**src/hdl/ris_pkg.sv**
```systemverilog
// Shared types, constants and character-code helpers for the running-index
// substitution cipher. No dependencies.
package ris_pkg;

  localparam int unsigned KeyLen     = 29;
  localparam int unsigned CodeW      = 5;
  localparam int unsigned ByteW      = 8;
  localparam int unsigned KeyWordW   = 60;
  localparam int unsigned KeyWord2W  = 25;
  localparam int unsigned CfgIdxW    = 2;
  localparam int unsigned Word0Ents  = 12;
  localparam int unsigned Word1Ents  = 12;
  localparam int unsigned Word2Ents  = 5;

  localparam logic [CodeW-1:0] CodeLen    = 5'd29;
  localparam logic [CodeW-1:0] CodeComma  = 5'd27;
  localparam logic [CodeW-1:0] CodePeriod = 5'd28;
  localparam logic [CodeW-1:0] CodeSpace  = 5'd29;

  localparam logic [ByteW-1:0] ChA      = 8'h41;
  localparam logic [ByteW-1:0] ChZ      = 8'h5A;
  localparam logic [ByteW-1:0] ChLowA   = 8'h61;
  localparam logic [ByteW-1:0] ChLowZ   = 8'h7A;
  localparam logic [ByteW-1:0] ChComma  = 8'h2C;
  localparam logic [ByteW-1:0] ChPeriod = 8'h2E;
  localparam logic [ByteW-1:0] ChSpace  = 8'h20;
  localparam logic [ByteW-1:0] CaseBit  = 8'h20;

  // Register indexes of the configuration port
  typedef enum logic [CfgIdxW-1:0] {
    REG_MODE = 2'd0,
    REG_KEY0 = 2'd1,
    REG_KEY1 = 2'd2,
    REG_KEY2 = 2'd3
  } ris_reg_t;

  localparam logic [KeyWordW-1:0]  Key0Reset = 60'd445092485129178177;
  localparam logic [KeyWordW-1:0]  Key1Reset = 60'd891384676364860877;
  localparam logic [KeyWord2W-1:0] Key2Reset = 25'd31354713;

  typedef struct packed {
    logic                               decrypt;
    logic [KeyLen-1:0][CodeW-1:0]       key;
  } ris_cfg_t;

  typedef struct packed {
    logic [ByteW-1:0] out_byte;
    logic [CodeW-1:0] idx;
    logic             coded;
  } ris_res_t;

  // ASCII (already upper case) to code, 0 when not in the alphabet
  function automatic logic [CodeW-1:0] code_of(input logic [ByteW-1:0] c);
    logic [ByteW-1:0] d;
    d = c - ChA;
    if (c >= ChA && c <= ChZ) return d[CodeW-1:0] + 5'd1;
    else if (c == ChComma)    return CodeComma;
    else if (c == ChPeriod)   return CodePeriod;
    else if (c == ChSpace)    return CodeSpace;
    else                      return '0;
  endfunction

  // Code to ASCII, byte 0 for 0, 30 and 31
  function automatic logic [ByteW-1:0] char_of(input logic [CodeW-1:0] k);
    if (k >= 5'd1 && k <= 5'd26) return ChA + {3'd0, k} - 8'd1;
    else if (k == CodeComma)     return ChComma;
    else if (k == CodePeriod)    return ChPeriod;
    else if (k == CodeSpace)     return ChSpace;
    else                         return '0;
  endfunction

endpackage

```
**src/hdl/ris_cfg.sv**
```systemverilog
// Configuration registers: mode bit and the three packed key words.
// Depends on ris_pkg.
module ris_cfg (
  input  logic                        clk,
  input  logic                        rst,
  input  logic                        wr_en,
  input  logic [ris_pkg::CfgIdxW-1:0] wr_index,
  input  logic [ris_pkg::KeyWordW-1:0] wr_data,
  output ris_pkg::ris_cfg_t           cfg
);
  import ris_pkg::*;

  logic                 mode;
  logic [KeyWordW-1:0]  key_word0;
  logic [KeyWordW-1:0]  key_word1;
  logic [KeyWord2W-1:0] key_word2;

  always_ff @(posedge clk) begin
    if (rst) begin
      mode      <= 1'b0;
      key_word0 <= Key0Reset;
      key_word1 <= Key1Reset;
      key_word2 <= Key2Reset;
    end else if (wr_en) begin
      unique case (ris_reg_t'(wr_index))
        REG_MODE: mode      <= wr_data[0];
        REG_KEY0: key_word0 <= wr_data;
        REG_KEY1: key_word1 <= wr_data;
        REG_KEY2: key_word2 <= wr_data[KeyWord2W-1:0];
        default:  mode      <= mode;
      endcase
    end
  end

  // unpack five-bit entries
  always_comb begin
    cfg.decrypt = mode;
    for (int i = 0; i < Word0Ents; i++)
      cfg.key[i] = key_word0[CodeW*i +: CodeW];
    for (int i = 0; i < Word1Ents; i++)
      cfg.key[Word0Ents+i] = key_word1[CodeW*i +: CodeW];
    for (int i = 0; i < Word2Ents; i++)
      cfg.key[Word0Ents+Word1Ents+i] = key_word2[CodeW*i +: CodeW];
  end

endmodule

```
**src/hdl/ris_datapath.sv**
```systemverilog
// Single-pass cipher logic: encrypt lookup and decrypt key search for one byte.
// Depends on ris_pkg.
module ris_datapath (
  input  ris_pkg::ris_cfg_t           cfg,
  input  logic [ris_pkg::ByteW-1:0]   in_byte,
  input  logic [ris_pkg::CodeW-1:0]   idx,
  output ris_pkg::ris_res_t           res
);
  import ris_pkg::*;

  logic [ByteW-1:0] upper;
  logic [CodeW-1:0] enc_code;
  logic [CodeW:0]   enc_sum;
  logic [CodeW-1:0] enc_idx;
  logic [KeyLen-1:0] hit_vec;
  logic             found;
  logic [CodeW-1:0] hit_pos;
  logic [CodeW-1:0] dec_code;

  always_comb begin
    upper    = (in_byte >= ChLowA && in_byte <= ChLowZ) ? (in_byte ^ CaseBit) : in_byte;
    enc_code = code_of(upper);
    enc_sum  = {1'b0, idx} + {1'b0, enc_code};
    enc_idx  = (enc_sum >= {1'b0, CodeLen}) ? CodeW'(enc_sum - {1'b0, CodeLen})
                                            : enc_sum[CodeW-1:0];
  end

  always_comb begin
    for (int p = 0; p < KeyLen; p++)
      hit_vec[p] = (char_of(cfg.key[p]) != '0) && (char_of(cfg.key[p]) == in_byte);
  end

  // lowest matching position wins
  always_comb begin
    found   = 1'b0;
    hit_pos = '0;
    for (int p = KeyLen - 1; p >= 0; p--) begin
      if (hit_vec[p]) begin
        found   = 1'b1;
        hit_pos = CodeW'(p);
      end
    end
    if (hit_pos >= idx) dec_code = hit_pos - idx;
    else                dec_code = hit_pos + CodeLen - idx;
    if (dec_code == '0) dec_code = CodeLen;
  end

  always_comb begin
    res.out_byte = in_byte;
    res.idx      = idx;
    res.coded    = 1'b0;
    if (!cfg.decrypt) begin
      if (enc_code != '0) begin
        res.out_byte = char_of(cfg.key[enc_idx]);
        res.idx      = enc_idx;
        res.coded    = 1'b1;
      end
    end else if (found) begin
      res.out_byte = char_of(dec_code);
      res.idx      = hit_pos;
      res.coded    = 1'b1;
    end
  end

endmodule

```
**src/hdl/running_index_substitution_cipher_core.sv**
```systemverilog
// Top level of the running-index substitution cipher: input register, cipher
// datapath, result register and running index. Depends on ris_pkg, ris_cfg, ris_datapath.

// Byte-stream cipher over A-Z, comma, period and space (codes 1..29), keyed by
// 29 five-bit entries in the configuration registers (mode 0 encrypts, 1
// decrypts). Throughput is one byte per clock unless the output stalls: the
// running-index update (mod-29 add in encrypt, 29-way key compare and position
// difference in decrypt) is combinational, so consecutive bytes never wait on
// each other. An accepted byte is loaded into the input register, passes the
// datapath and its result is loaded into the output register, from which it is
// offered. The input side stalls only when both registers are full and the
// output is stalled. Assert first with the opening byte of each message to
// clear the running index. Configuration writes are always taken (cfg_ready is
// high) and must only be issued with no transfer in flight.
module running_index_substitution_cipher_core (
  input  logic                         clk,
  input  logic                         rst,
  // input channel
  input  logic                         in_valid,
  output logic                         in_stall,
  input  logic [ris_pkg::ByteW-1:0]    in_byte,
  input  logic                         first,
  // output channel
  output logic                         out_valid,
  input  logic                         out_stall,
  output logic [ris_pkg::ByteW-1:0]    out_byte,
  // configuration write channel
  input  logic                         cfg_valid,
  output logic                         cfg_ready,
  input  logic [ris_pkg::CfgIdxW-1:0]  cfg_index,
  input  logic [ris_pkg::KeyWordW-1:0] cfg_data
);
  import ris_pkg::*;

  ris_cfg_t         cfg;
  ris_res_t         res;

  logic             hold_valid;     // input register occupied
  logic [ByteW-1:0] hold_byte;
  logic             hold_first;
  logic [CodeW-1:0] run_idx;        // always 0..28
  logic [CodeW-1:0] idx_eff;
  logic             adv;            // input register moves to output register
  logic             in_take;

  assign cfg_ready = 1'b1;

  ris_cfg u_cfg (
    .clk      (clk),
    .rst      (rst),
    .wr_en    (cfg_valid && cfg_ready),
    .wr_index (cfg_index),
    .wr_data  (cfg_data),
    .cfg      (cfg)
  );

  // output register free or being drained this cycle
  assign adv      = hold_valid && (!out_valid || !out_stall);
  assign in_stall = hold_valid && !adv;
  assign in_take  = in_valid && !in_stall;

  // message start clears the index before this byte is handled
  assign idx_eff = hold_first ? '0 : run_idx;

  ris_datapath u_dp (
    .cfg     (cfg),
    .in_byte (hold_byte),
    .idx     (idx_eff),
    .res     (res)
  );

  always_ff @(posedge clk) begin
    if (rst) begin
      hold_valid <= 1'b0;
      out_valid  <= 1'b0;
      run_idx    <= '0;
    end else begin
      if (in_take)     hold_valid <= 1'b1;
      else if (adv)    hold_valid <= 1'b0;
      if (adv)         out_valid  <= 1'b1;
      else if (!out_stall) out_valid <= 1'b0;
      if (adv)         run_idx    <= res.idx;
    end
  end

  // payload registers
  always_ff @(posedge clk) begin
    if (in_take) begin
      hold_byte  <= in_byte;
      hold_first <= first;
    end
    if (adv) out_byte <= res.out_byte;
  end

  // the running index never leaves the key range
  a_idx_range: assert property (@(posedge clk) disable iff (rst)
    run_idx < CodeLen)
    else $error("running index out of range");

  // a byte that is not coded leaves the running index at the value it was handled with
  a_idx_kept: assert property (@(posedge clk) disable iff (rst)
    adv && !res.coded |=> run_idx == $past(idx_eff))
    else $error("running index changed on pass-through byte");

  // a new result only appears after a transfer out of the input register
  a_out_src: assert property (@(posedge clk) disable iff (rst)
    $rose(out_valid) |-> $past(adv))
    else $error("result appeared without a datapath transfer");

  // the input side never stalls while the input register is empty
  a_stall_cause: assert property (@(posedge clk) disable iff (rst)
    in_stall |-> hold_valid && out_valid && out_stall)
    else $error("input stalled without a full pipeline");

endmodule

```
**config.mk**
```make
export PLATFORM = sky130hd
export DESIGN_NAME = running_index_substitution_cipher_core
export DESIGN_NICKNAME = d
export VERILOG_FILES = /design/src/hdl/ris_pkg.sv /design/src/hdl/ris_cfg.sv /design/src/hdl/ris_datapath.sv /design/src/hdl/running_index_substitution_cipher_core.sv
export SDC_FILE = /design/constraint.sdc
export NUM_CORES = 1
export LEC_CHECK = 0
export ABC_AREA = 1
export ABC_CLOCK_PERIOD_IN_PS = 6400
export BUFFER_PORTS_ARGS = -buffer_cell sky130_fd_sc_hd__buf_2
export CAP_MARGIN = 20
export CELL_PAD_IN_SITES_DETAIL_PLACEMENT = 1
export CELL_PAD_IN_SITES_GLOBAL_PLACEMENT = 2
export CORE_ASPECT_RATIO = 1.25
export CORE_UTILIZATION = 25
export CTS_CLUSTER_SIZE = 30
export DETAILED_ROUTE_END_ITERATION = 10
export GPL_ROUTABILITY_DRIVEN = 0
export PLACE_DENSITY_LB_ADDON = 0.1
export RECOVER_POWER = 100
export SYNTH_ARGS = -nofsm -noshare
export SYNTH_HDL_FRONTEND = slang
export SYNTH_SLANG_ARGS = --single-unit
```
**constraint.sdc**
```tcl
create_clock -name clk -period 6.4 [get_ports clk]
set_input_delay 0.32 -clock clk [delete_from_list [all_inputs] [get_ports clk]]
set_output_delay 0.32 -clock clk [all_outputs]
set_load 0.1 [all_outputs]
```
==> run metrics <==
status=finished with violations; violated checks=max-capacitance violations, max-slew violations; Final Hold Viols=0; CTS tree=built; crit-path most repeated cell=nand2_1; vias in the first global route=17,406; Cell variety after synth=56; fmax=169 MHz; Longest Clk Path Bufs=2; grt ovf=0; final count of negative-setup-slack endpoints=0; CTS sink cnt=170; dpl ws=0.260 ns; Clock H-tree levels=4; via count=17,070; most common cell after layout, fill and taps aside=nand2_1; first-pass GRT wire length=113 mm; net count after synthesis=2,463; HP Class=input pin to flop; Final min period=5.90 ns; Multi-input gate area=0.00957 sq mm; Die ar.=0.0589 sq mm; Slew headroom=-36.9%; Clock transition at path regs=0.08 ns; max cap viols=4; CP top delay family=simple AND/OR/NAND/NOR gates; nets=2,545; slack of the critical path=0.499 ns; cell at the slowest stage of the critical path=fa_2; fin crit share=92.2%; Port Buffers=85; ys async rst share=0%; Final Skew=0.0134 ns; initial antenna violation count=1; P per Cell Area=220 mW/mm^2; row cnt=98; Critical Path Source Type=flop; post-route ant nets=0; core area=0.0573 sq mm; Pre-antenna DRT Iters=5; Die Ht=271 um; final wirelength=75.8 mm; WS Path Type=flop to flop; Buf/Inv on CP=9; I/O pin total=87; gr usage total=25.7%; Slew @ Worst Pin=2.04 ns; Synth Register Bits=170; layout cells sized above 1=12.2%; Register Area=0.00359 sq mm; Synth top area share=21.1%; top cells by area, synth=dfxtp_1 21%, nand2_1 12%, o21ai_0 9.3%; register area share after synthesis=24.7%; CTS buffer count=17; P&R area growth vs syn=17.9%; Syn Area/Cell=6.13 sq um; Crit. End Element=flop; Root Buffer Master=clkbuf_16; worst path arrival time=6.17 ns; EDFF count, synth=17; most frequent cells in the layout=470 x nand2_1, 263 x o21ai_0, 241 x inv_1; FILL cells=7,318; largest net degree at the start of global routing=85; Cell Area, Synth=0.0145 sq mm; cells after synthesis=2,365; Residual DRC=0; P_leak=7.61 nW; Min Hold Slack=0.0589 ns; CP Max Fanout=54; 1st-iter DRT viols=884; largest area contributor in the netlist=dfxtp_1; die width=217 um; worst path required time=6.66 ns; Slew Limit Fails=191; wire per inst=23.6 um; Primary FF master, synth=dfxtp_1; post-DR vias/cell=5.32; HPWL after DPL=56.6 mm; crit-path max cell delay=0.60 ns; initial core utilization=25.3%; maximum vdd ir drop=157 uV; Clock Latency Late Sink=0.50 ns; Ys Warns=0
[cell type report]
class | instances | area share [%]
flip-flops and latches | 170 | 21.0
multi-input cells | 1811 | 56.0
clock inverters | 13 | 1.41
well taps | 750 | 5.49
inverters | 265 | 5.85
diodes | 1 | 0.0147
repair buffers | 182 | 7.61
clock buffers | 19 | 2.53
[stage by stage]
step	setup TNS, ns	utilization [%]	cells	total power, mW	area (sq um)
5_1_grt	-0.0131	29.8	3210	3.97	17100
3_5_place_dp	0	28.0	3155	2.45	16000
6_report	0	29.8	3211	3.75	17100
4_1_cts	0	29.2	3191	3.74	16700
2_1_floorplan	0	-	2365	1.98	14500
3_3_place_gp	0	28.0	3155	2.43	16000
[cells in the mapped netlist (13+ instances only)]
library cell / instances
nand2_1: 480
o21ai_0: 270
inv_1: 253
nor2_1: 230
nand3_1: 191
dfxtp_1: 153
a21oi_1: 149
xor2_1: 95
clkbuf_1: 76
o211ai_1: 74
nand4_1: 68
nor3_1: 41
o21ai_1: 38
buf_2: 25
nor4_1: 22
ha_1: 19
edfxtp_1: 17
a31oi_1: 16
a211oi_1: 13
[path summary, 6_finish.rpt]
| check | startpoint | end | slack [ns] | cells after the start |
|---|---|---|---|---|
| hold reg to reg | hold_valid | out_valid | 0.50 | 2 |
| setup reg to reg | hold_byte[0] | out_byte[1] | 0.50 | 36 |
| setup / recovery | hold_byte[0] | out_byte[1] | 0.50 | 36 |
| hold / removal | cfg_data[51] | u_cfg.key_word1[51] | 0.06 | 3 |
[per-layer routing]
metal / GRT usage (%) / part of all wire (%) / routed length (um) / vias to the layer above
li1: - / - / - / 8221
met1: 32.8 / 45 / 34100 / 8470
met2: 45.5 / 50 / 37900 / 307
met3: 3.31 / 3.1 / 2350 / 72
met4: 6.23 / 1.9 / 1470 / 0
met5: 0 / 0 / 0 / -
[flip-flops by register name, indices dropped and copies added, names as in the netlist]
name             count
u_cfg.key_word1     60
u_cfg.key_word2     25
hold_valid           1
hold_byte            8
u_cfg.mode           1
hold_first           1
run_idx              5
out_valid            1
out_byte             8
u_cfg.key_word0     60
[where the power goes]
part           internal, mW  leakage (nW)  total [mW]  switching, mW
clock network         0.737         0.324        1.27          0.534
registers              1.14          1.42        1.21         0.0737
logic                 0.407          5.87        1.27          0.864
total                  2.28          7.61        3.75           1.47
[worst register-to-register path, delay by kind of cell (launching register included)]
family | cells | cell delay, ns
flops | 1 | 0.51
compound gates | 7 | 1.38
buf+inv | 9 | 0.97
fa+ha+maj | 3 | 0.99
simple gates | 17 | 1.82
[cell families after synthesis]
logic type,share of synthesized area (%)
fa+ha+maj,2.06
xor+xnor,6.09
other cells,0.0259
compound gates,24.5
buf+inv,10.6
flops,24.7
simple gates,32.0
[timing repair]
| item | in CTS | in global routing |
|---|---|---|
| gates resized for setup | 0 | 80 |
| endpoints found under the hold margin | 4 | 0 |
| endpoints found under the setup margin | 0 | 7 |
| hold buffers | 4 | 0 |
| setup buffers | 0 | 16 |
No activity file was read; power rests on OpenSTA's default activity.
